===== src/design/rso_pkg.sv =====
`timescale 1ns / 1ps
// ----------------------------------------------------------------------------
// rso_pkg
// Shared widths, register codes and the per-cell control bundle for the
// region sum and occupancy block.
// ----------------------------------------------------------------------------
package rso_pkg;

  localparam int PIX_W    = 16;
  localparam int TAG_W    = 32;
  localparam int IDX_W    = 4;
  localparam int COORD_W  = 12;
  localparam int SIZE_W   = 13;
  localparam int SUM_W    = 40;
  localparam int ACT_W    = 5;
  localparam int CFG_IX_W = 2;
  localparam int CFG_D_W  = 13;

  // reachable table entries through the 4-bit entry index
  localparam int NUM_ENTRIES = 16;

  localparam int MAX_ROIS_DEF = 16;
  localparam int MAX_DIM_DEF  = 4096;

  localparam logic [SIZE_W-1:0] WIDTH_RST  = 13'd640;
  localparam logic [SIZE_W-1:0] HEIGHT_RST = 13'd480;
  localparam logic [ACT_W-1:0]  ACTIVE_RST = 5'd16;

  typedef enum logic [CFG_IX_W-1:0] {
    CFG_WIDTH  = 2'd0,
    CFG_HEIGHT = 2'd1,
    CFG_ACTIVE = 2'd2
  } cfg_idx_e;

  typedef enum logic {
    OP_PIXEL = 1'b0,
    OP_LOAD  = 1'b1
  } op_e;

  typedef struct packed {
    logic pix_en;
    logic frame_start;
    logic capture;
    logic shift;
  } cell_ctrl_t;

endpackage


===== src/design/rso_cell.sv =====
`timescale 1ns / 1ps
// ----------------------------------------------------------------------------
// rso_cell
// One region entry: rectangle, threshold and running sum. At frame end the
// cell captures its result and then passes results down the chain.
// ----------------------------------------------------------------------------
module rso_cell #(
  parameter int CW = 12
) (
  input  logic                            clk_i,
  input  logic                            rst_ni,
  input  rso_pkg::cell_ctrl_t             ctrl_i,
  input  logic                            live_i,
  input  logic [CW-1:0]                   col_i,
  input  logic [CW-1:0]                   row_i,
  input  logic [rso_pkg::PIX_W-1:0]       pixel_i,
  input  logic                            wr_en_i,
  input  logic [rso_pkg::COORD_W-1:0]     left_i,
  input  logic [rso_pkg::COORD_W-1:0]     top_i,
  input  logic [rso_pkg::SIZE_W-1:0]      width_i,
  input  logic [rso_pkg::SIZE_W-1:0]      height_i,
  input  logic [rso_pkg::SUM_W-1:0]       thr_i,
  input  logic [rso_pkg::SUM_W-1:0]       nb_sum_i,
  input  logic                            nb_occ_i,
  output logic [rso_pkg::SUM_W-1:0]       res_sum_o,
  output logic                            res_occ_o
);

  localparam int CMPW = ((CW > rso_pkg::SIZE_W) ? CW : rso_pkg::SIZE_W) + 1;

  logic [rso_pkg::COORD_W-1:0] left_q, top_q;
  logic [rso_pkg::SIZE_W-1:0]  width_q, height_q;
  logic [rso_pkg::SUM_W-1:0]   thr_q;
  logic [rso_pkg::SUM_W-1:0]   sum_q, sum_d;
  logic [rso_pkg::SUM_W-1:0]   res_sum_q, res_sum_d;
  logic                        res_occ_q, res_occ_d;

  logic [CMPW-1:0]             col_x, row_x, left_x, top_x, right_x, bottom_x;
  logic                        hit;
  logic [rso_pkg::SUM_W-1:0]   base;
  logic [rso_pkg::SUM_W:0]     acc;

  always_comb begin
    col_x    = CMPW'(col_i);
    row_x    = CMPW'(row_i);
    left_x   = CMPW'(left_q);
    top_x    = CMPW'(top_q);
    right_x  = CMPW'(left_q) + CMPW'(width_q);
    bottom_x = CMPW'(top_q) + CMPW'(height_q);
    hit = live_i && (col_x >= left_x) && (col_x < right_x) &&
          (row_x >= top_x) && (row_x < bottom_x);
    base = ctrl_i.frame_start ? '0 : sum_q;
    acc  = {1'b0, base} + (rso_pkg::SUM_W + 1)'(pixel_i);
    if (!ctrl_i.pix_en) begin
      sum_d = sum_q;
    end else if (hit) begin
      sum_d = acc[rso_pkg::SUM_W] ? '1 : acc[rso_pkg::SUM_W-1:0];
    end else begin
      sum_d = base;
    end
    if (ctrl_i.capture) begin
      res_sum_d = sum_q;
      res_occ_d = (sum_q >= thr_q);
    end else if (ctrl_i.shift) begin
      res_sum_d = nb_sum_i;
      res_occ_d = nb_occ_i;
    end else begin
      res_sum_d = res_sum_q;
      res_occ_d = res_occ_q;
    end
  end

  always_ff @(posedge clk_i or negedge rst_ni) begin
    if (!rst_ni) begin
      left_q   <= '0;
      top_q    <= '0;
      width_q  <= '0;
      height_q <= '0;
      thr_q    <= '0;
      sum_q    <= '0;
    end else begin
      if (wr_en_i) begin
        left_q   <= left_i;
        top_q    <= top_i;
        width_q  <= width_i;
        height_q <= height_i;
        thr_q    <= thr_i;
      end
      sum_q <= sum_d;
    end
  end

  always_ff @(posedge clk_i) begin
    res_sum_q <= res_sum_d;
    res_occ_q <= res_occ_d;
  end

  assign res_sum_o = res_sum_q;
  assign res_occ_o = res_occ_q;

endmodule


===== config.mk =====
export PLATFORM = sky130hd
export DESIGN_NAME = rso_cell
export DESIGN_NICKNAME = d
export VERILOG_FILES = /design/src/design/rso_pkg.sv /design/src/design/rso_cell.sv
export SDC_FILE = /design/constraint.sdc
export NUM_CORES = 1
export LEC_CHECK = 0
export BUFFER_PORTS_ARGS = -buffer_cell sky130_fd_sc_hd__buf_2
export CAP_MARGIN = 20
export CORE_ASPECT_RATIO = 1.2
export CORE_MARGIN = 1.5
export CORE_UTILIZATION = 58
export CTS_BUF_LIST = sky130_fd_sc_hd__clkbuf_8
export DETAILED_ROUTE_END_ITERATION = 6
export PLACE_DENSITY = 0.88
export SYNTH_ARGS = -nofsm -noshare
export SYNTH_HDL_FRONTEND = slang
export SYNTH_SLANG_ARGS = --single-unit
export TNS_END_PERCENT = 100

===== constraint.sdc =====
create_clock -name clk_i -period 4.6 [get_ports clk_i]
set_input_delay 0.46 -clock clk_i [delete_from_list [all_inputs] [get_ports clk_i]]
set_output_delay 0.46 -clock clk_i [all_outputs]
set_load 0.05 [all_outputs]

; ---- Word-level counts from Yosys, hierarchy flattened
; Cells that the tools add are included.
; W data, S select, Z words.
[totals]
word_cells = 28
input_bits = 179
register_bits = 171
[classes]
n_mux = 7
addsub = 3
n_lt_le_gt_ge = 5
reduce_logical = 5
[op_table]
columns = op, n
row1 = $mux W40, 5
row2 = $add A40 B16 Y41, 1
row3 = $ge A40 B40 Y1, 1
row4 = $add A12 B13 Y14, 2
row5 = $lt A12 B14 Y1, 2
row6 = $ge A12 B12 Y1, 2
row7 = $logic_and A1 B1 Y1, 4
row8 = $mux W1, 2
row9 = $reduce_bool A2 Y1, 1

; ---- Depth between registers and ports, before layout
[logic_depth]
ltp_word = 6
depth_mapped = 19
mapped_depth_nobuf = 17

; ---- Least setup slack after synthesis
; Ideal clock, no wire load.
[synth_timing]
path_type = register -> register
start = reg left_q[0] (netlist name)
end = reg sum_q[10] (netlist name)
path_stages_with_launch = 17
slack_ns = 0.899
setup_time_ns = 0.118
required_ns = 4.482
t_arrival_ns = 3.582
path_buffers = 1
path_cell_list = dfrtp_1 > ha_1 > fa_1 > a211oi_1 > o211a_1 > nor2_1 > xnor2_1 > ha_1 > a21o_1 > a2111oi_0 > o211a_1 > inv_1 > nand4_1 > o211ai_2 > a21o_4 > buf_4 > a21o_1
[synth_between]
elab_chain_cells = 6
[synth_lines]
columns = item, line
row1 = "start, declared", rso_cell.sv:31  ; logic [rso_pkg::COORD_W-1:0] left_q, top_q;
row2 = "start signal, assigned", rso_cell.sv:83  ; left_q <= left_i;
row3 = $add A12 B13 Y14 or $ge A12 B12 Y1 (tied branches), "rso_cell.sv:48, rso_cell.sv:50"
row4 = $lt A12 B14 Y1 or $logic_and A1 B1 Y1 (tied branches), rso_cell.sv:50  ; hit = live_i && (col_x >= left_x) && (col_x < right_x) &&
row5 = $logic_and A1 B1 Y1 (*) (2 in a row), rso_cell.sv:50
row6 = $logic_and A1 B1 Y1 (*), rso_cell.sv:51  ; (row_x >= top_x) && (row_x < bottom_x);
row7 = $mux W40 (*), rso_cell.sv:56  ; end else if (hit) begin
row8 = "end signal, assigned", rso_cell.sv:89  ; sum_q <= sum_d;
row9 = "end, declared", rso_cell.sv:34  ; logic [rso_pkg::SUM_W-1:0] sum_q, sum_d;
; Every way passes the cells marked *; elsewhere a longest branch is shown, timed or not.
; A chain may end at the register's enable or synchronous reset.

; ---- Worst setup path in the final report
[layout_timing]
start = reg left_q[0] (netlist name)
end = reg sum_q[3] (netlist name)
; The elaborated chain is that of the path after synthesis.

==> results_dict.tcl <==
set metrics [dict create \
    drive_gt1_frac 0.260 \
    synth-seq-cells 171 \
    synth-adder-area-share 0.146 \
    cts_made_buffers 17 \
    r2r_start "left_q[0]" \
    drc_errors 0 \
    synth-simple-area-share 0.120 \
    p_int_mw 2.75 \
    ant_nets 0 \
    synth_top_family_by_area "compound AO/OA/AOI/OAI gates" \
    required_ns 4.95 \
    grt_max_degree 110 \
    synth_mux_area_frac 0.0709 \
    r2r_cells 15 \
    grt_pass1_wl_um 45700 \
    final_nets 1654 \
    grt_overflow_total 0 \
    clkTransAtPathRegs_ns 0.09 \
    clock-root-buffer "clkbuf_8" \
    synth_top_area_cell "dfrtp_1" \
    seq_power_share 0.427 \
    min_period_ns 4.31 \
    die_h_um 155 \
    timing.final.crit_share 0.936 \
    worst_pin_slew_ns 1.06 \
    crit_fanout 18 \
    worstReg2RegEnd "sum_q[3]" \
    startpoint "left_q[0]" \
    port_buffers 219 \
    criticalPathCategory "reg2reg" \
    hold_slack_ns 0.0764 \
    htreeDepth 4 \
    outcome "finished clean" \
    cap_violations 0 \
    synth_flop_cell "dfrtp_1" \
    synthArstFlopShare 0.760 \
    synth_compound_area_frac 0.193 \
    power_density_nw_per_um2 322 \
    wl_um 28900 \
    via_per_inst 5.93 \
    grt_pass1_vias 9725 \
    ioPinCount 220 \
    synth_edf_count 41 \
    synth.distinct_cells 81 \
    firstDrtPassIters 5 \
    ys_top_cells_by_area "dfrtp_1 (29%), ha_1 (14%), edfxtp_1 (11%), mux2_2 (6.8%), o21ai_0 (5.0%)" \
    synth-xor-area-share 0.0242 \
    p_comb_frac 0.296 \
    areaGrowthSynthToFinish_pct 15.7 \
    start_util 0.593 \
    die_x_um 130 \
    synth.top_cells.by_count "dfrtp_1 (130), ha_1 (126), nand2_1 (117)" \
    synth_warnings 0 \
    std_cell_rows 55 \
    gp_congestion 0.928 \
    yosysSeqAreaShare 0.400 \
    start_kind "flip-flop" \
    rsz0062_at_grt "false" \
    clkPwrFrac 0.277 \
    stdcell_count 1616 \
    fillers 1415 \
    cts_tree "yes" \
    setup_viol 0 \
    syn_nets 1443 \
    yosys.cell_count.top_type "dfrtp_1" \
    avgSynthCellArea_um2 9.89 \
    relSlewSlack 0.290 \
    clock_sinks 171 \
    end_kind "flip-flop" \
    r2r_slack_ns 0.29 \
    cts_buffer_depth 2 \
    hpwl_um 21500 \
    finClkSkew_ns 0.0179 \
    p_leak_nw 6.41 \
    placedCellCount 1578 \
    yosys.area.top_type_share 0.290 \
    netlist_instances 1135 \
    antenna_found_initial 1 \
    hold_class "in2async" \
    tns_ns 0 \
    synth_area_um2 11200 \
    clk_latency_ns 0.46 \
    route.vias.total 9590 \
    wire_per_inst_um 17.9 \
    swShare 0.343 \
    max_freq_ghz 0.232 \
    hold_violations 0 \
    core-area_um2 18900 \
    total_power_mw 4.18 \
    drt_iter0_drc 725 \
    arrival_ns 4.66 \
    slew_violations 0 \
    p_sw_mw 1.43 \
    design.die.area_um2 20200 \
    ir_drop_mv 0.199 \
    gr-usage-all-layers 0.288 \
]
## power groups by stage
stage	sequential [mW]	combinational, mW	clock [mW]
floorplan	1.93	0.744	0
global placement	1.81	1.17	0
detailed placement	1.81	1.21	0
CTS	1.78	1.22	1.17
global route	1.80	1.38	1.23
finish	1.78	1.24	1.16
## logic make-up (layout without fill, tap and decap cells)
| family | after synthesis | after routing |
|---|---|---|
| compound gates | 334 | 334 |
| xor+xnor | 31 | 31 |
| fa+ha+maj | 129 | 129 |
| buf+inv | 127 | 351 |
| flops | 171 | 171 |
| mux | 71 | 71 |
| other cells | 0 | 1 |
| simple gates | 272 | 272 |
## metrics by stage
step | util | setup slack (ns) | instance area, um^2
final | 0.686 | 0.293 | 13000
after global routing | 0.686 | 0.0114 | 13000
after CTS | 0.683 | 0.133 | 12900
after detailed placement | 0.661 | 0.173 | 12500
after global placement | 0.661 | 0.446 | 12500
after floorplan | - | 0.899 | 11200
## cell usage in the layout (no fill, tap or decap), types with 14 or more instances in the layout
master    netlist  layout
ha_1          126     126
edfxtp_1       41      41
o21ai_0       111     111
nand2_1       117     117
mux2_2         68      68
xor2_1         17      17
clkbuf_8        0      17
a21o_1         34      34
nand4_1        14      14
nor2b_1        23      23
nor2_1         35      35
nand3_1        18      18
dfrtp_1       130     130
a211oi_1       14      14
a21oi_1        71      71
inv_1          87      88
buf_2           4     217
xnor2_1        14      14
o211ai_1       15      15
## final cells by class
cell class | count | area [um^2] | share of cell area
multi-input cells | 837 | 6220 | 0.479
flip-flops and latches | 171 | 4480 | 0.345
repair buffers | 231 | 1200 | 0.0927
inverters | 88 | 330 | 0.0254
well taps | 256 | 320 | 0.0247
clock buffers | 17 | 234 | 0.0180
clock inverters | 15 | 188 | 0.0145
diodes | 1 | 2.50 | 0.000193
## state kept, by name (all words and copies together) (netlist names)
signal     cells
res_sum_o     40
sum_q         40
thr_q         40
height_q      13
width_q       13
left_q        12
top_q         12
res_occ_o      1
## worst max path at each step
stage	end	slack, ns	cells after the start
floorplan	sum_q[10]	0.90	16
global placement	sum_q[37]	0.45	15
detailed placement	sum_q[39]	0.17	15
CTS	sum_q[39]	0.13	15
global route	sum_q[30]	0.01	15
finish	sum_q[3]	0.29	15
## critical path, stage by stage, from the launching register on
cell and delay (ns):
dfrtp_1 0.41, ha_1 0.25, fa_1 0.44, a211oi_1 0.39
o211a_1 0.27, nor2_1 0.09, xnor2_1 0.13, ha_1 0.29
a21o_1 0.18, a2111oi_0 0.45, o211a_1 0.22, inv_1 0.06
nand4_1 0.14, o211ai_4 0.25, a21o_4 0.38, a22o_1 0.25
## what timing repair did
action                     in CTS  in global routing
gates resized for setup         0                  2
hold buffers                    0                  0
setup buffers                   0                  4
setup endpoints to repair       0                 30
## layer usage
| layer | track usage | wire length, um | vias to the layer above |
|---|---|---|---|
| met4 | 0.137 | 1080 | 0 |
| met2 | 0.499 | 14400 | 412 |
| met1 | 0.342 | 11600 | 4542 |
| li1 | - | - | 4546 |
| met3 | 0.0554 | 1860 | 90 |
| met5 | 0 | 0 | - |
(Power assumes the default switching activity.)
