===== src/design/rso_pkg.sv =====
`timescale 1ns / 1ps
// ----------------------------------------------------------------------------
// rso_pkg
// Shared widths, register codes and the per-cell control bundle for the
// region sum and occupancy block.
// ----------------------------------------------------------------------------
package rso_pkg;

  localparam int PIX_W    = 16;
  localparam int TAG_W    = 32;
  localparam int IDX_W    = 4;
  localparam int COORD_W  = 12;
  localparam int SIZE_W   = 13;
  localparam int SUM_W    = 40;
  localparam int ACT_W    = 5;
  localparam int CFG_IX_W = 2;
  localparam int CFG_D_W  = 13;

  // reachable table entries through the 4-bit entry index
  localparam int NUM_ENTRIES = 16;

  localparam int MAX_ROIS_DEF = 16;
  localparam int MAX_DIM_DEF  = 4096;

  localparam logic [SIZE_W-1:0] WIDTH_RST  = 13'd640;
  localparam logic [SIZE_W-1:0] HEIGHT_RST = 13'd480;
  localparam logic [ACT_W-1:0]  ACTIVE_RST = 5'd16;

  typedef enum logic [CFG_IX_W-1:0] {
    CFG_WIDTH  = 2'd0,
    CFG_HEIGHT = 2'd1,
    CFG_ACTIVE = 2'd2
  } cfg_idx_e;

  typedef enum logic {
    OP_PIXEL = 1'b0,
    OP_LOAD  = 1'b1
  } op_e;

  typedef struct packed {
    logic pix_en;
    logic frame_start;
    logic capture;
    logic shift;
  } cell_ctrl_t;

endpackage


===== src/design/rso_raster.sv =====
`timescale 1ns / 1ps
// ----------------------------------------------------------------------------
// rso_raster
// Configuration registers, raster position, frame tag and the sequencer that
// drives the cell chain and the result readout.
// ----------------------------------------------------------------------------
module rso_raster #(
  parameter int NCELL   = 16,
  parameter int MAX_DIM = 4096,
  parameter int CW      = 12
) (
  input  logic                             clk_i,
  input  logic                             rst_ni,
  input  logic                             cfg_we_i,
  input  logic [rso_pkg::CFG_IX_W-1:0]     cfg_idx_i,
  input  logic [rso_pkg::CFG_D_W-1:0]      cfg_data_i,
  input  logic                             in_valid_i,
  input  logic                             in_op_i,
  input  logic [rso_pkg::TAG_W-1:0]        frame_tag_i,
  output logic                             in_ready_o,
  output logic                             load_o,
  output logic                             out_valid_o,
  input  logic                             out_ready_i,
  output rso_pkg::cell_ctrl_t              ctrl_o,
  output logic [NCELL-1:0]                 live_o,
  output logic [CW-1:0]                    col_o,
  output logic [CW-1:0]                    row_o,
  output logic [rso_pkg::IDX_W-1:0]        region_number_o,
  output logic [rso_pkg::TAG_W-1:0]        tag_o,
  output logic                             last_o
);

  localparam int DW = ($clog2(MAX_DIM + 1) > rso_pkg::SIZE_W) ?
                      $clog2(MAX_DIM + 1) : rso_pkg::SIZE_W;
  localparam int NW = $clog2(NCELL + 1);

  typedef enum logic [2:0] {
    ST_IDLE    = 3'b001,
    ST_CAPTURE = 3'b010,
    ST_DRAIN   = 3'b100
  } state_e;

  state_e                       state_q, state_d;
  logic [rso_pkg::SIZE_W-1:0]   width_q, height_q;
  logic [rso_pkg::ACT_W-1:0]    active_q;
  logic [CW-1:0]                col_q, col_d, row_q, row_d;
  logic [rso_pkg::TAG_W-1:0]    tag_q;
  logic [NW-1:0]                n_q, n_d, idx_q, idx_d;

  logic                         pix_acc, frame_start, row_end, frame_end;
  logic [DW-1:0]                w_eff, h_eff, col_inc, row_inc;
  logic [NW-1:0]                n_live, idx_inc;

  function automatic logic [DW-1:0] clamp_dim(input logic [rso_pkg::SIZE_W-1:0] v);
    logic [DW-1:0] r;
    if (v == '0) begin
      r = DW'(1);
    end else if (DW'(v) > DW'(MAX_DIM)) begin
      r = DW'(MAX_DIM);
    end else begin
      r = DW'(v);
    end
    return r;
  endfunction

  always_comb begin
    in_ready_o  = (state_q == ST_IDLE);
    out_valid_o = (state_q == ST_DRAIN);
    pix_acc     = in_valid_i && in_ready_o && (in_op_i == rso_pkg::OP_PIXEL);
    load_o      = in_valid_i && in_ready_o && (in_op_i == rso_pkg::OP_LOAD);
    frame_start = (col_q == '0) && (row_q == '0);
    w_eff       = clamp_dim(width_q);
    h_eff       = clamp_dim(height_q);
    col_inc     = DW'(col_q) + DW'(1);
    row_inc     = DW'(row_q) + DW'(1);
    row_end     = (col_inc >= w_eff);
    frame_end   = row_end && (row_inc >= h_eff);
    n_live      = (active_q > rso_pkg::ACT_W'(NCELL)) ? NW'(NCELL) : NW'(active_q);
    idx_inc     = idx_q + NW'(1);

    // only entries below the live count accumulate
    for (int g = 0; g < NCELL; g++) begin
      live_o[g] = (n_live > NW'(g));
    end

    col_d   = col_q;
    row_d   = row_q;
    n_d     = n_q;
    idx_d   = idx_q;
    state_d = state_q;

    if (pix_acc) begin
      if (!row_end) begin
        col_d = CW'(col_inc);
      end else if (!frame_end) begin
        col_d = '0;
        row_d = CW'(row_inc);
      end else begin
        col_d = '0;
        row_d = '0;
        n_d   = n_live;
        if (n_live != '0) begin
          state_d = ST_CAPTURE;
        end
      end
    end

    case (state_q)
      ST_IDLE: begin
      end
      ST_CAPTURE: begin
        idx_d   = '0;
        state_d = ST_DRAIN;
      end
      ST_DRAIN: begin
        if (out_ready_i) begin
          idx_d = idx_inc;
          if (idx_inc == n_q) begin
            state_d = ST_IDLE;
          end
        end
      end
      default: begin
        state_d = ST_IDLE;
      end
    endcase

    ctrl_o.pix_en      = pix_acc;
    ctrl_o.frame_start = frame_start;
    ctrl_o.capture     = (state_q == ST_CAPTURE);
    ctrl_o.shift       = out_valid_o && out_ready_i;
  end

  always_ff @(posedge clk_i or negedge rst_ni) begin
    if (!rst_ni) begin
      state_q  <= ST_IDLE;
      width_q  <= rso_pkg::WIDTH_RST;
      height_q <= rso_pkg::HEIGHT_RST;
      active_q <= rso_pkg::ACTIVE_RST;
      col_q    <= '0;
      row_q    <= '0;
      tag_q    <= '0;
      n_q      <= '0;
      idx_q    <= '0;
    end else begin
      state_q <= state_d;
      col_q   <= col_d;
      row_q   <= row_d;
      n_q     <= n_d;
      idx_q   <= idx_d;
      if (pix_acc && frame_start) begin
        tag_q <= frame_tag_i;
      end
      if (cfg_we_i) begin
        case (cfg_idx_i)
          rso_pkg::CFG_WIDTH:  width_q  <= cfg_data_i;
          rso_pkg::CFG_HEIGHT: height_q <= cfg_data_i;
          rso_pkg::CFG_ACTIVE: active_q <= cfg_data_i[rso_pkg::ACT_W-1:0];
          default: begin
          end
        endcase
      end
    end
  end

  assign col_o           = col_q;
  assign row_o           = row_q;
  assign tag_o           = tag_q;
  assign region_number_o = rso_pkg::IDX_W'(idx_q);
  assign last_o          = (idx_inc == n_q);

endmodule


===== config.mk =====
export PLATFORM = sky130hd
export DESIGN_NAME = rso_raster
export DESIGN_NICKNAME = d
export VERILOG_FILES = /design/src/design/rso_pkg.sv /design/src/design/rso_raster.sv
export SDC_FILE = /design/constraint.sdc
export NUM_CORES = 1
export LEC_CHECK = 0
export BUFFER_PORTS_ARGS = -buffer_cell sky130_fd_sc_hd__buf_4
export CELL_PAD_IN_SITES_DETAIL_PLACEMENT = 1
export CELL_PAD_IN_SITES_GLOBAL_PLACEMENT = 2
export CORE_MARGIN = 3
export CORE_UTILIZATION = 34
export DETAILED_ROUTE_END_ITERATION = 10
export PLACE_DENSITY_LB_ADDON = 0.1
export SYNTH_ARGS = -nofsm -noshare
export SYNTH_HDL_FRONTEND = slang
export SYNTH_SLANG_ARGS = --single-unit

===== constraint.sdc =====
create_clock -name clk_i -period 3.8 [get_ports clk_i]
set_input_delay 0.76 -clock clk_i [delete_from_list [all_inputs] [get_ports clk_i]]
set_output_delay 0.76 -clock clk_i [all_outputs]
set_load 0.01 [all_outputs]

---- Yosys cells after proc, flatten, opt, wreduce, memory -nomap -nowiden ----
Cells that the tools add are included.
storage, ports and cells
  input bits .............................. 53
  register bits after elaboration ......... 100
  output and inout port bits .............. 84
operators by class
  reduce and logical (&&, ||, !) cells .... 20
  mux-type cells .......................... 16
  order comparisons ....................... 21
  $add $sub $neg .......................... 3
  bitwise operators ....................... 1
  eq/ne operators ......................... 7
operator list
  cell                     count
  $mux W13                 4
  $gt A5 B4 Y1 const B     8
  $add A12 B1 Y13 const B  2
  $ge A13 B13 Y1           2
  $gt A13 B13 Y1 const B   2
  $logic_not A13 Y1        2
  $logic_not A12 Y1        2
  $mux W12                 2
  $gt A5 B3 Y1 const B     4
  $mux W3                  6
  $gt A5 B1 Y1 const B     2
  $gt A5 B2 Y1 const B     2
  $mux W5                  2
  $pmux W5 S2              1
  $reduce_and A2 Y1        5
  $pmux W3 S3              1
  $logic_and A1 B1 Y1      7
  $add A5 B1 Y5 const B    1
  $eq A5 B5 Y1             1
  $gt A5 B5 Y1 const B     1
  $reduce_bool A5 Y1       1
  $eq A3 B1 Y1 const B     1
  $eq A3 B2 Y1 const B     1
  $eq A3 B3 Y1 const B     1
  7 further kinds          7

---- Longest topological paths before layout ----
Gate-level depths: netlist of the first run.
  depth after elaboration ................. 11
  mapped depth ............................ 15

---- Worst setup path before layout of the first run ----
OpenSTA, ideal clock, no wires.
  path kind ............................... reg2reg
  start ................................... reg row_q[0] (netlist: row_o[0])
  end ..................................... reg n_q[0]
  data arrival time ....................... 3.008 ns
  required time ........................... 3.675 ns
  stages on the path, launching flop included .. 15
  setup slack ............................. 0.667 ns
  cell sequence ........................... dfrtp_1 -> ha_1 -> nand3_1 -> or2_1 -> nor2_1 -> and3_1 -> xnor2_1 -> inv_1 -> ha_1 -> nand2_1 -> nor2_1 -> nand2_1 -> o21ai_1 -> nand3_1 -> mux2_2
on the way
  word-level cells in the longest chain between the ends .. 4
ends and longest elaborated chain
  item                                line               RTL
  from (decl)                         rso_raster.sv:46   logic [CW-1:0] col_q, col_d, row_q, row_d;
  from (signal assigned)              rso_raster.sv:148  row_q <= row_d;
  $add A12 B1 Y13                     rso_raster.sv:75   row_inc = DW'(row_q) + DW'(1);
  $ge A13 B13 Y1                      rso_raster.sv:77   frame_end = row_end && (row_inc >= h_eff);
  $logic_and A1 B1 Y1                 rso_raster.sv:77
  $reduce_and A3 Y1 (no source line)  --
  to (signal assigned)                rso_raster.sv:149  n_q <= n_d;
  to (decl)                           rso_raster.sv:48   logic [NW-1:0] n_q, n_d, idx_q, idx_d;
No other way between the ends.
A chain may end at the register's enable or synchronous reset.

---- Worst setup path after layout of the first run ----
  start ................................... reg row_q[1] (netlist: row_o[1])
  end ..................................... reg n_q[4]
Same word-level chain as after synthesis.

==> impl_metrics.env, run 1 <==
export IMPL_hold_path_class="input port to asynchronous set/reset pin"
export IMPL_cts_buffer_depth=2
export IMPL_crit_arrival_ns=3.61
export IMPL_wl_mm=15.82
export IMPL_drive_gt1_share_pct=38.66
export IMPL_syn_to_final_growth_pct=26.65
export IMPL_max_vdd_ir_drop_mv=0.2317
export IMPL_wire_per_inst_um=18.40
export IMPL_pre_cts_slack_ns=0.1836
export IMPL_finalSetupTns_ns=0
export IMPL_h_tree_depth=3
export IMPL_cts_hold_buf=0
export IMPL_cts_tree="done"
export IMPL_vias_per_cell=5.050
export IMPL_synth_cell_area_sq_mm=0.005582
export IMPL_leakagePower_nw=3.475
export IMPL_io_pins=137
export IMPL_critPathKind="flop to flop"
export IMPL_syn_num_nets=592
export IMPL_fin_area_sq_mm=0.007069
export IMPL_drt_initial_drc_count=134
export IMPL_final_util_pct=44.18
export IMPL_p_per_area_mw_per_mm2=525.9
export IMPL_endpoint_kind="flop"
export IMPL_synth_edf_count=0
export IMPL_grt_pass1_wl_mm=24.78
export IMPL_cp_start_kind="flop"
export IMPL_synthCells=508
export IMPL_status="finished, final reports clean"
export IMPL_port_buffers=136
export IMPL_fill_cells=1808
export IMPL_antenna_diode_count=0
export IMPL_track_usage_pct=17.52
export IMPL_setup_viol=0
export IMPL_grt_max_degree=56
export IMPL_numClockSinks=100
export IMPL_path_max_fanout=6
export IMPL_start_util_pct=34.88
export IMPL_cts_made_buffers=9
export IMPL_avgSynthCellArea_sq_um=10.99
export IMPL_final_common_cell="buf_4"
export IMPL_cp_top_family="simple AND/OR/NAND/NOR gates"
export IMPL_yosysUniqueCellTypes=52
export IMPL_ys_seq_elements=100
export IMPL_dr_pass1_iters=4
export IMPL_worstPathRequired_ns=4.04
export IMPL_fin_crit_sh_pct=88.68
export IMPL_clk_pin_slew_ns=0.08
export IMPL_fmax_ghz=0.2967
export IMPL_drcViolationCount=0
export IMPL_antenna_found_initial=0
export IMPL_synthArstFlopShare_pct=100.0
export IMPL_layout_common_cells="buf_4, dfrtp_1, nand2_1"
export IMPL_max_stage_delay_ns=0.44
export IMPL_skew_ns=0.009464
export IMPL_die_w_um=134.1
export IMPL_core_rowCount=46
export IMPL_synth_ff_type="dfrtp_1"
export IMPL_hpwl_mm=12.13
export IMPL_yosys_warnings=0
export IMPL_cp_cell_sequence="ha_1 -> nand3_1 -> or2_1 -> nor2_1 -> and3_1 -> xnor2_1 -> inv_1 -> ha_1 -> a21oi_1 -> o21ai_0 -> a21oi_1 -> o21ai_2 -> nand3_2 -> mux2_2"
export IMPL_detail_route_antenna_nets=0
export IMPL_whs_ns=0.4512
export IMPL_gr_total_overflow=0
export IMPL_place_area_sq_mm=0.006760
export IMPL_vias=4343
export IMPL_finalHoldViolCount=0
export IMPL_final_nets=723
export IMPL_slowest_stage="dfrtp_1"
export IMPL_fin_crit_ns=3.370
export IMPL_die_y_um=134.1
export IMPL_coreArea_sq_mm=0.01600
export IMPL_maxSlewHeadroom_pct=32.55
export IMPL_clk_latency_ns=0.36
export IMPL_seq_area_frac_synth_pct=45.01
export IMPL_die_area_sq_mm=0.01799
export IMPL_fin_ws_ns=0.4300
export IMPL_worst_path_buf_inv=1
export IMPL_worst_slew_pin_slew_ns=1.007
export IMPL_drv_cap=0
export IMPL_grt_setup_unrepaired="no"
export IMPL_root_buffer="clkbuf_16"
export IMPL_grt_pass1_vias=4364
export IMPL_gp_congestion=0.7620
export IMPL_maxSlewViolCount=0
## power by group
group          internal, mW  switching [mW]
combinational         0.696           0.615
clock                 0.464           0.471
sequential             1.29           0.187
## cells by family after synthesis
group / after synthesis / share of synthesized area (%)
buf+inv: 40 / 4.461
compound gates: 79 / 9.169
flops: 100 / 45.01
mux: 69 / 15.92
xor+xnor: 26 / 4.080
fa+ha+maj: 31 / 6.949
simple gates: 163 / 14.41
## metal layers
metal,global-route usage (%),routed length (um),vias up
li1,-,-,2049
met1,24.73,7574,2175
met2,27.79,7354,104
met3,3.301,680,15
met4,4.808,212,0
met5,0,0,-
## path summary, 6_finish.rpt
kind,from,endpoint,slack [ns],cells after the start
min in group clk_i,tag_o[28]$_DFFE_PN0P_,tag_o[28]$_DFFE_PN0P_,0.51,1
worst max register to register,row_o[1]$_DFFE_PN0P_,n_q[4]$_DFFE_PN0P_,0.43,14
worst min-delay path,rst_ni,n_q[0]$_DFFE_PN0P_,0.45,1
worst max-delay path,row_o[1]$_DFFE_PN0P_,n_q[4]$_DFFE_PN0P_,0.43,14
worst min register to register,tag_o[28]$_DFFE_PN0P_,tag_o[28]$_DFFE_PN0P_,0.51,1
max in group asynchronous,rst_ni,tag_o[29]$_DFFE_PN0P_,2.40,2
## sequential cells by signal, indices dropped and copies added, names as in the netlist
signal,cells
n_q,5
idx_q,5
height_q,13
row_o,12
width_q,13
col_o,12
tag_o,32
active_q,5
state_q,3
## worst reg2reg max path: stages, from the launching register on
cell and delay [ns]:
dfrtp_1 0.44, ha_1 0.26, nand3_1 0.16, or2_1 0.32
nor2_1 0.22, and3_1 0.20, xnor2_1 0.14, inv_1 0.07
ha_1 0.31, a21oi_1 0.15, o21ai_0 0.10, a21oi_1 0.21
o21ai_2 0.15, nand3_2 0.19, mux2_2 0.35
## through the flow
stage / power, mW / std cells
after floorplan: 2.211 / 508
after global placement: 2.774 / 844
after detailed placement: 2.812 / 844
after CTS: 3.765 / 860
after global routing: 3.959 / 860
final: 3.718 / 860
## synthesized netlist by cell type, types with 2 or more instances
library cell,instances,area [sq um]
a22o_1,11,96.34
buf_4,6,45.04
o21bai_1,5,37.54
nand2_1,72,270.3
buf_12,4,80.08
nand4_1,4,25.02
dfstp_2,8,210.2
nor3b_1,4,30.03
a21o_1,5,37.54
or2_1,2,12.51
buf_2,3,15.01
ha_1,31,387.9
nand2b_1,8,50.05
nor2_1,22,82.58
o31ai_1,3,22.52
nor2b_1,6,37.54
clkbuf_1,12,45.04
mux2_2,38,427.9
mux2_4,30,450.4
nor4_1,6,37.54
dfrtp_1,92,2302
nand3b_1,2,15.01
a31oi_1,5,31.28
xnor2_1,15,131.4
inv_1,12,45.04
and3_1,8,50.05
or3_1,3,18.77
nor3_1,6,30.03
nand3_1,12,60.06
o21a_1,2,15.01
o21ai_0,25,125.1
nor4b_1,2,17.52
xor2_1,11,96.34
a21oi_1,14,70.07
a221o_1,2,20.02
## final cells by class
class | count | area [sq um] | share of cell area, %
Timing Repair Buffer | 147 | 1104 | 15.61
Tap cell | 216 | 270.3 | 3.823
Sequential cell | 100 | 2512 | 35.54
Clock buffer | 9 | 225.2 | 3.186
Multi-Input combinational cell | 368 | 2841 | 40.19
Clock inverter | 7 | 67.56 | 0.9558
Inverter | 13 | 48.80 | 0.6903
## repair_timing
item,4_1_cts,5_1_grt
endpoints found under the setup margin,0,16
buffers inserted,0,0
resized for setup,0,4
Note: power is estimated with default switching activity, not from simulation.
==> run 2, diff against run 1 <==
CORE_ASPECT_RATIO = 1.25   (was default)
==> impl_metrics.env, run 2 (same netlist as run 1, synthesis figures left out) <==
export IMPL_grt_pass1_vias=4533
export IMPL_reg2regPathDepth=11
export IMPL_cp_common_cell="ha_1"
export IMPL_r2r_end="row_o[6]$_DFFE_PN0P_"
export IMPL_fin_ws_ns=0.3968
export IMPL_p_per_area_mw_per_mm2=527.3
export IMPL_hpwl_mm=11.81
export IMPL_fin_cells=850
export IMPL_drt_initial_drc_count=163
export IMPL_path_max_fanout=11
export IMPL_final_nets=717
export IMPL_grt_max_degree=51
export IMPL_met1_usage_pct=22.60
export IMPL_worst_slew_pin_slew_ns=0.9888
export IMPL_cts_buffer_depth=2
export IMPL_core_rowCount=51
export IMPL_drv_cap=0
export IMPL_endpoint_kind="flop"
export IMPL_drive_gt1_share_pct=37.93
export IMPL_fill_cells=1798
export IMPL_cts_made_buffers=9
export IMPL_syn_to_final_growth_pct=25.78
export IMPL_final_common_cell="buf_4"
export IMPL_max_vdd_ir_drop_mv=0.2063
export IMPL_root_buffer="clkbuf_16"
export IMPL_start_util_pct=35.27
export IMPL_hold_path_class="input port to asynchronous set/reset pin"
export IMPL_regArea_sq_mm=0.002512
export IMPL_setup_viol=0
export IMPL_crit_arrival_ns=3.64
export IMPL_drcViolationCount=0
export IMPL_wl_mm=15.24
export IMPL_multiInputGateArea_sq_mm=0.002831
export IMPL_grt_busiest_layer="met2"
export IMPL_skew_ns=0.009599
export IMPL_coreArea_sq_mm=0.01583
export IMPL_largest_reg_flops=32
export IMPL_leakagePower_nw=3.452
export IMPL_h_tree_depth=3
export IMPL_gr_total_overflow=0
export IMPL_maxSlewHeadroom_pct=33.79
export IMPL_maxSlewViolCount=0
export IMPL_die_y_um=149.3
export IMPL_fin_crit_sh_pct=89.56
export IMPL_vias_per_cell=4.992
export IMPL_cp_top_family="compound AO/OA/AOI/OAI gates"
export IMPL_slowest_stage="dfrtp_1"
export IMPL_clk_pin_slew_ns=0.08
export IMPL_pre_cts_slack_ns=0.1532
export IMPL_wire_per_inst_um=17.93
export IMPL_port_buffers=136
export IMPL_vias=4243
export IMPL_die_area_sq_mm=0.01800
export IMPL_numClockSinks=100
export IMPL_grt_pass1_wl_mm=24.52
export IMPL_io_pins=137
export IMPL_dr_pass1_iters=4
export IMPL_r2r_slack_ns=0.40
export IMPL_layout_common_cells="buf_4, dfrtp_1, nand2_1"
export IMPL_die_w_um=120.6
export IMPL_fin_crit_ns=3.403
export IMPL_grt_setup_unrepaired="no"
export IMPL_cp_start_kind="flop"
export IMPL_met3_usage_pct=3.490
export IMPL_gp_congestion=0.7846
export IMPL_critPathKind="flop to flop"
export IMPL_finalSetupTns_ns=0
export IMPL_clk_latency_ns=0.35
export IMPL_max_stage_delay_ns=0.52
export IMPL_worstPathRequired_ns=4.04
export IMPL_detail_route_antenna_nets=0
export IMPL_status="finished, final reports clean"
export IMPL_cp_cell_sequence="ha_1 -> nand4_1 -> nor2_1 -> xor2_1 -> ha_1 -> a21oi_1 -> o21ai_0 -> a22o_1 -> a31oi_1 -> nor2_2 -> a221o_1"
export IMPL_place_inst=834
export IMPL_grt_met2_usage_pct=28.59
export IMPL_finalHoldViolCount=0
export IMPL_fmax_ghz=0.2938
export IMPL_antenna_found_initial=0
export IMPL_antenna_diode_count=0
export IMPL_r2r_start="col_o[0]$_DFFE_PN0P_"
export IMPL_track_usage_pct=17.12
export IMPL_p_total_mw=3.702
export IMPL_worst_path_buf_inv=0
export IMPL_cts_tree="done"
## run 2: cell types whose count changed in the layout (fill, tap and decap cells not counted), sizes merged
cell,previous run,this run
inv,17,18
clkinvlp,1,0
clkinv,2,1
clkbuf,9,10
buf,147,141
## run 2: cell type report
class,count,share of cell area [%]
clock inverters,6,0.9268
inverters,13,0.6951
multi-input cells,368,40.33
well taps,212,3.778
clock buffers,10,3.404
flip-flops and latches,100,35.79
repair buffers,141,15.08
## run 2: report_power, final
part,switching [mW],internal (mW),total (mW)
Combinational,0.584,0.674,1.26
Clock,0.459,0.485,0.944
Sequential,0.216,1.28,1.50
## run 2: per-stage QoR
| step | utilization (%) | cell area [sq um] | hold slack (ns) |
|---|---|---|---|
| global placement | 42.40 | 6710 | 0.4937 |
| CTS | 44.32 | 7014 | 0.4493 |
| floorplan | - | 5582 | 0.4644 |
| finish | 44.36 | 7020 | 0.4236 |
| detailed placement | 42.40 | 6710 | 0.4951 |
| global route | 44.36 | 7020 | 0.4667 |
## run 2: worst max path at each step
stage,end,cells past startpoint,startpoint
CTS,row_o[0]$_DFFE_PN0P_,14,row_o[1]$_DFFE_PN0P_
global placement,row_o[0]$_DFFE_PN0P_,14,row_o[0]$_DFFE_PN0P_
floorplan,n_q[0]$_DFFE_PN0P_,14,row_o[0]$_DFFE_PN0P_
detailed placement,row_o[0]$_DFFE_PN0P_,14,row_o[0]$_DFFE_PN0P_
global route,row_o[0]$_DFFE_PN0P_,14,row_o[1]$_DFFE_PN0P_
finish,row_o[6]$_DFFE_PN0P_,11,col_o[0]$_DFFE_PN0P_
## run 2: what timing repair did
action / CTS / global route
hold buffers: 0 / 0
buffers inserted: 0 / 0
endpoints found under the setup margin: 0 / 16
resized for setup: 0 / 2
## run 2: worst reg2reg max path, delay by kind of cell, from the launching register on
| kind | cells | cell delay (ns) |
|---|---|---|
| compound gates | 5 | 1.23 |
| xor+xnor | 1 | 0.26 |
| fa+ha+maj | 2 | 0.64 |
| flops | 1 | 0.52 |
| simple gates | 3 | 0.65 |
## run 2: metal layers
layer	wire length [um]	vias to the layer above
li1	-	2037
met1	6954	2093
met2	7349	99
met3	700	14
met4	238	0
met5	0	-
==> run 3, diff against run 2 <==
REMOVE_ABC_BUFFERS = 1   (was default)
SKIP_LAST_GASP = 1   (was default)
==> impl_metrics.env, run 3 (same netlist as run 1, synthesis figures left out) <==
export IMPL_status="finished, final reports clean"
export IMPL_r2r_end="n_q[2]$_DFFE_PN0P_"
export IMPL_drive_gt1_share_pct=37.97
export IMPL_cts_made_buffers=9
export IMPL_io_pins=137
export IMPL_wl_mm=14.93
export IMPL_cp_startpoint="row_o[0]$_DFFE_PN0P_"
export IMPL_fmax_ghz=0.2942
export IMPL_port_buffers=136
export IMPL_cts_buffer_depth=2
export IMPL_grt_pass1_vias=4679
export IMPL_p_per_area_mw_per_mm2=528.9
export IMPL_fin_cells=852
export IMPL_skew_ns=0.009197
export IMPL_coreArea_sq_mm=0.01583
export IMPL_r2r_start="row_o[0]$_DFFE_PN0P_"
export IMPL_grt_max_degree=39
export IMPL_final_common_cell="buf_4"
export IMPL_hpwl_mm=11.65
export IMPL_final_nets=719
export IMPL_track_usage_pct=17.11
export IMPL_r2r_slack_ns=0.40
export IMPL_vias_per_cell=5.006
export IMPL_final_util_pct=44.57
export IMPL_fin_area_sq_mm=0.007053
export IMPL_wire_per_inst_um=17.52
export IMPL_place_inst=836
export IMPL_root_buffer="clkbuf_16"
export IMPL_crit_arrival_ns=3.63
export IMPL_grt_pass1_wl_mm=24.38
export IMPL_antenna_found_initial=0
export IMPL_cts_hold_buf=0
export IMPL_finalHoldViolCount=0
export IMPL_reg2regPathDepth=15
export IMPL_critPathCapture="n_q[2]$_DFFE_PN0P_"
export IMPL_numClockSinks=100
export IMPL_drcViolationCount=0
export IMPL_die_w_um=120.6
export IMPL_maxSlewHeadroom_pct=33.54
export IMPL_cts_tree="done"
export IMPL_dr_pass1_iters=4
export IMPL_critPathKind="flop to flop"
export IMPL_cp_start_kind="flop"
export IMPL_endpoint_kind="flop"
export IMPL_drv_cap=0
export IMPL_drt_initial_drc_count=136
export IMPL_regArea_sq_mm=0.002512
export IMPL_die_area_sq_mm=0.01800
export IMPL_clk_latency_ns=0.35
export IMPL_core_rowCount=51
export IMPL_fin_crit_sh_pct=89.45
export IMPL_leakagePower_nw=3.469
export IMPL_die_y_um=149.3
export IMPL_gp_congestion=0.7610
export IMPL_whs_ns=0.3678
export IMPL_clk_pin_slew_ns=0.07
export IMPL_start_util_pct=35.27
export IMPL_multiInputGateArea_sq_mm=0.002830
export IMPL_finalSetupTns_ns=0
export IMPL_hold_path_class="input port to asynchronous set/reset pin"
export IMPL_place_area_sq_mm=0.006725
export IMPL_worst_slew_pin_slew_ns=0.9925
export IMPL_detail_route_antenna_nets=0
export IMPL_max_vdd_ir_drop_mv=0.2135
export IMPL_worstPathRequired_ns=4.03
export IMPL_vias=4265
export IMPL_grt_setup_unrepaired="no"
export IMPL_layout_common_cells="buf_4, dfrtp_1, nand2_1"
export IMPL_antenna_diode_count=0
export IMPL_fill_cells=1781
export IMPL_h_tree_depth=3
export IMPL_syn_to_final_growth_pct=26.36
export IMPL_setup_viol=0
export IMPL_gr_total_overflow=0
export IMPL_fin_crit_ns=3.399
export IMPL_largest_reg_flops=32
export IMPL_maxSlewViolCount=0
export IMPL_path_max_fanout=8
[run 3: cell types whose count changed in the layout (fill, tap and decap cells not counted), sizes merged]
cell      previous run  this run
bufinv               0         1
clkbuf              10        13
buf                141       143
clkinvlp             0         1
inv                 18        13
[run 3: where the power goes]
group	switching (mW)	internal [mW]	leakage, nW
Sequential	0.216	1.29	1.29
Combinational	0.569	0.675	2.02
Clock	0.402	0.582	0.158
Total	1.19	2.54	3.47
[run 3: critical path: stages, from the launching register on]
cell	delay, ns
dfrtp_1	0.45
ha_1	0.27
nand3_1	0.16
or2_1	0.32
nor2_1	0.18
and3_1	0.19
xnor2_1	0.14
inv_1	0.06
ha_1	0.31
a21oi_1	0.19
o21ai_0	0.12
a21oi_1	0.12
o21ai_1	0.08
buf_4	0.17
nand3_2	0.15
mux2_2	0.35
[run 3: how the worst min path moves through the flow]
stage	end	slack, ns
after detailed placement	tag_o[25]$_DFFE_PN0P_	0.50
after global placement	tag_o[4]$_DFFE_PN0P_	0.50
after global routing	active_q[2]$_DFFE_PN0P_	0.40
final	row_o[3]$_DFFE_PN0P_	0.37
after CTS	active_q[1]$_DFFE_PN0P_	0.39
after floorplan	active_q[0]$_DFFE_PN0P_	0.46
[run 3: repair_timing]
item / in CTS / in global routing
buffers inserted: 0 / 0
endpoints found under the setup margin: 0 / 4
resized for setup: 0 / 1
[run 3: final cells by class]
class / instances / area share (%)
well taps: 212 / 3.761
multi-input cells: 368 / 40.13
clock buffers: 13 / 3.974
clock inverters: 3 / 0.6032
repair buffers: 143 / 15.22
inverters: 13 / 0.6919
flip-flops and latches: 100 / 35.62
[run 3: through the flow]
stage | worst slack (ns) | total power, mW
after floorplan | 0.4664 | 2.181
after global placement | 0.5251 | 2.748
after detailed placement | 0.3077 | 2.788
after CTS | 0.2799 | 3.801
after global routing | 0.1218 | 3.989
final | 0.4011 | 3.730
[run 3: metal layers]
| metal | share of wire [%] | GRT usage, % |
|---|---|---|
| met4 | 1.6 | 5.442 |
| met1 | 44 | 21.24 |
| met5 | 0 | 0 |
| met2 | 49 | 29.17 |
| met3 | 5.9 | 4.325 |
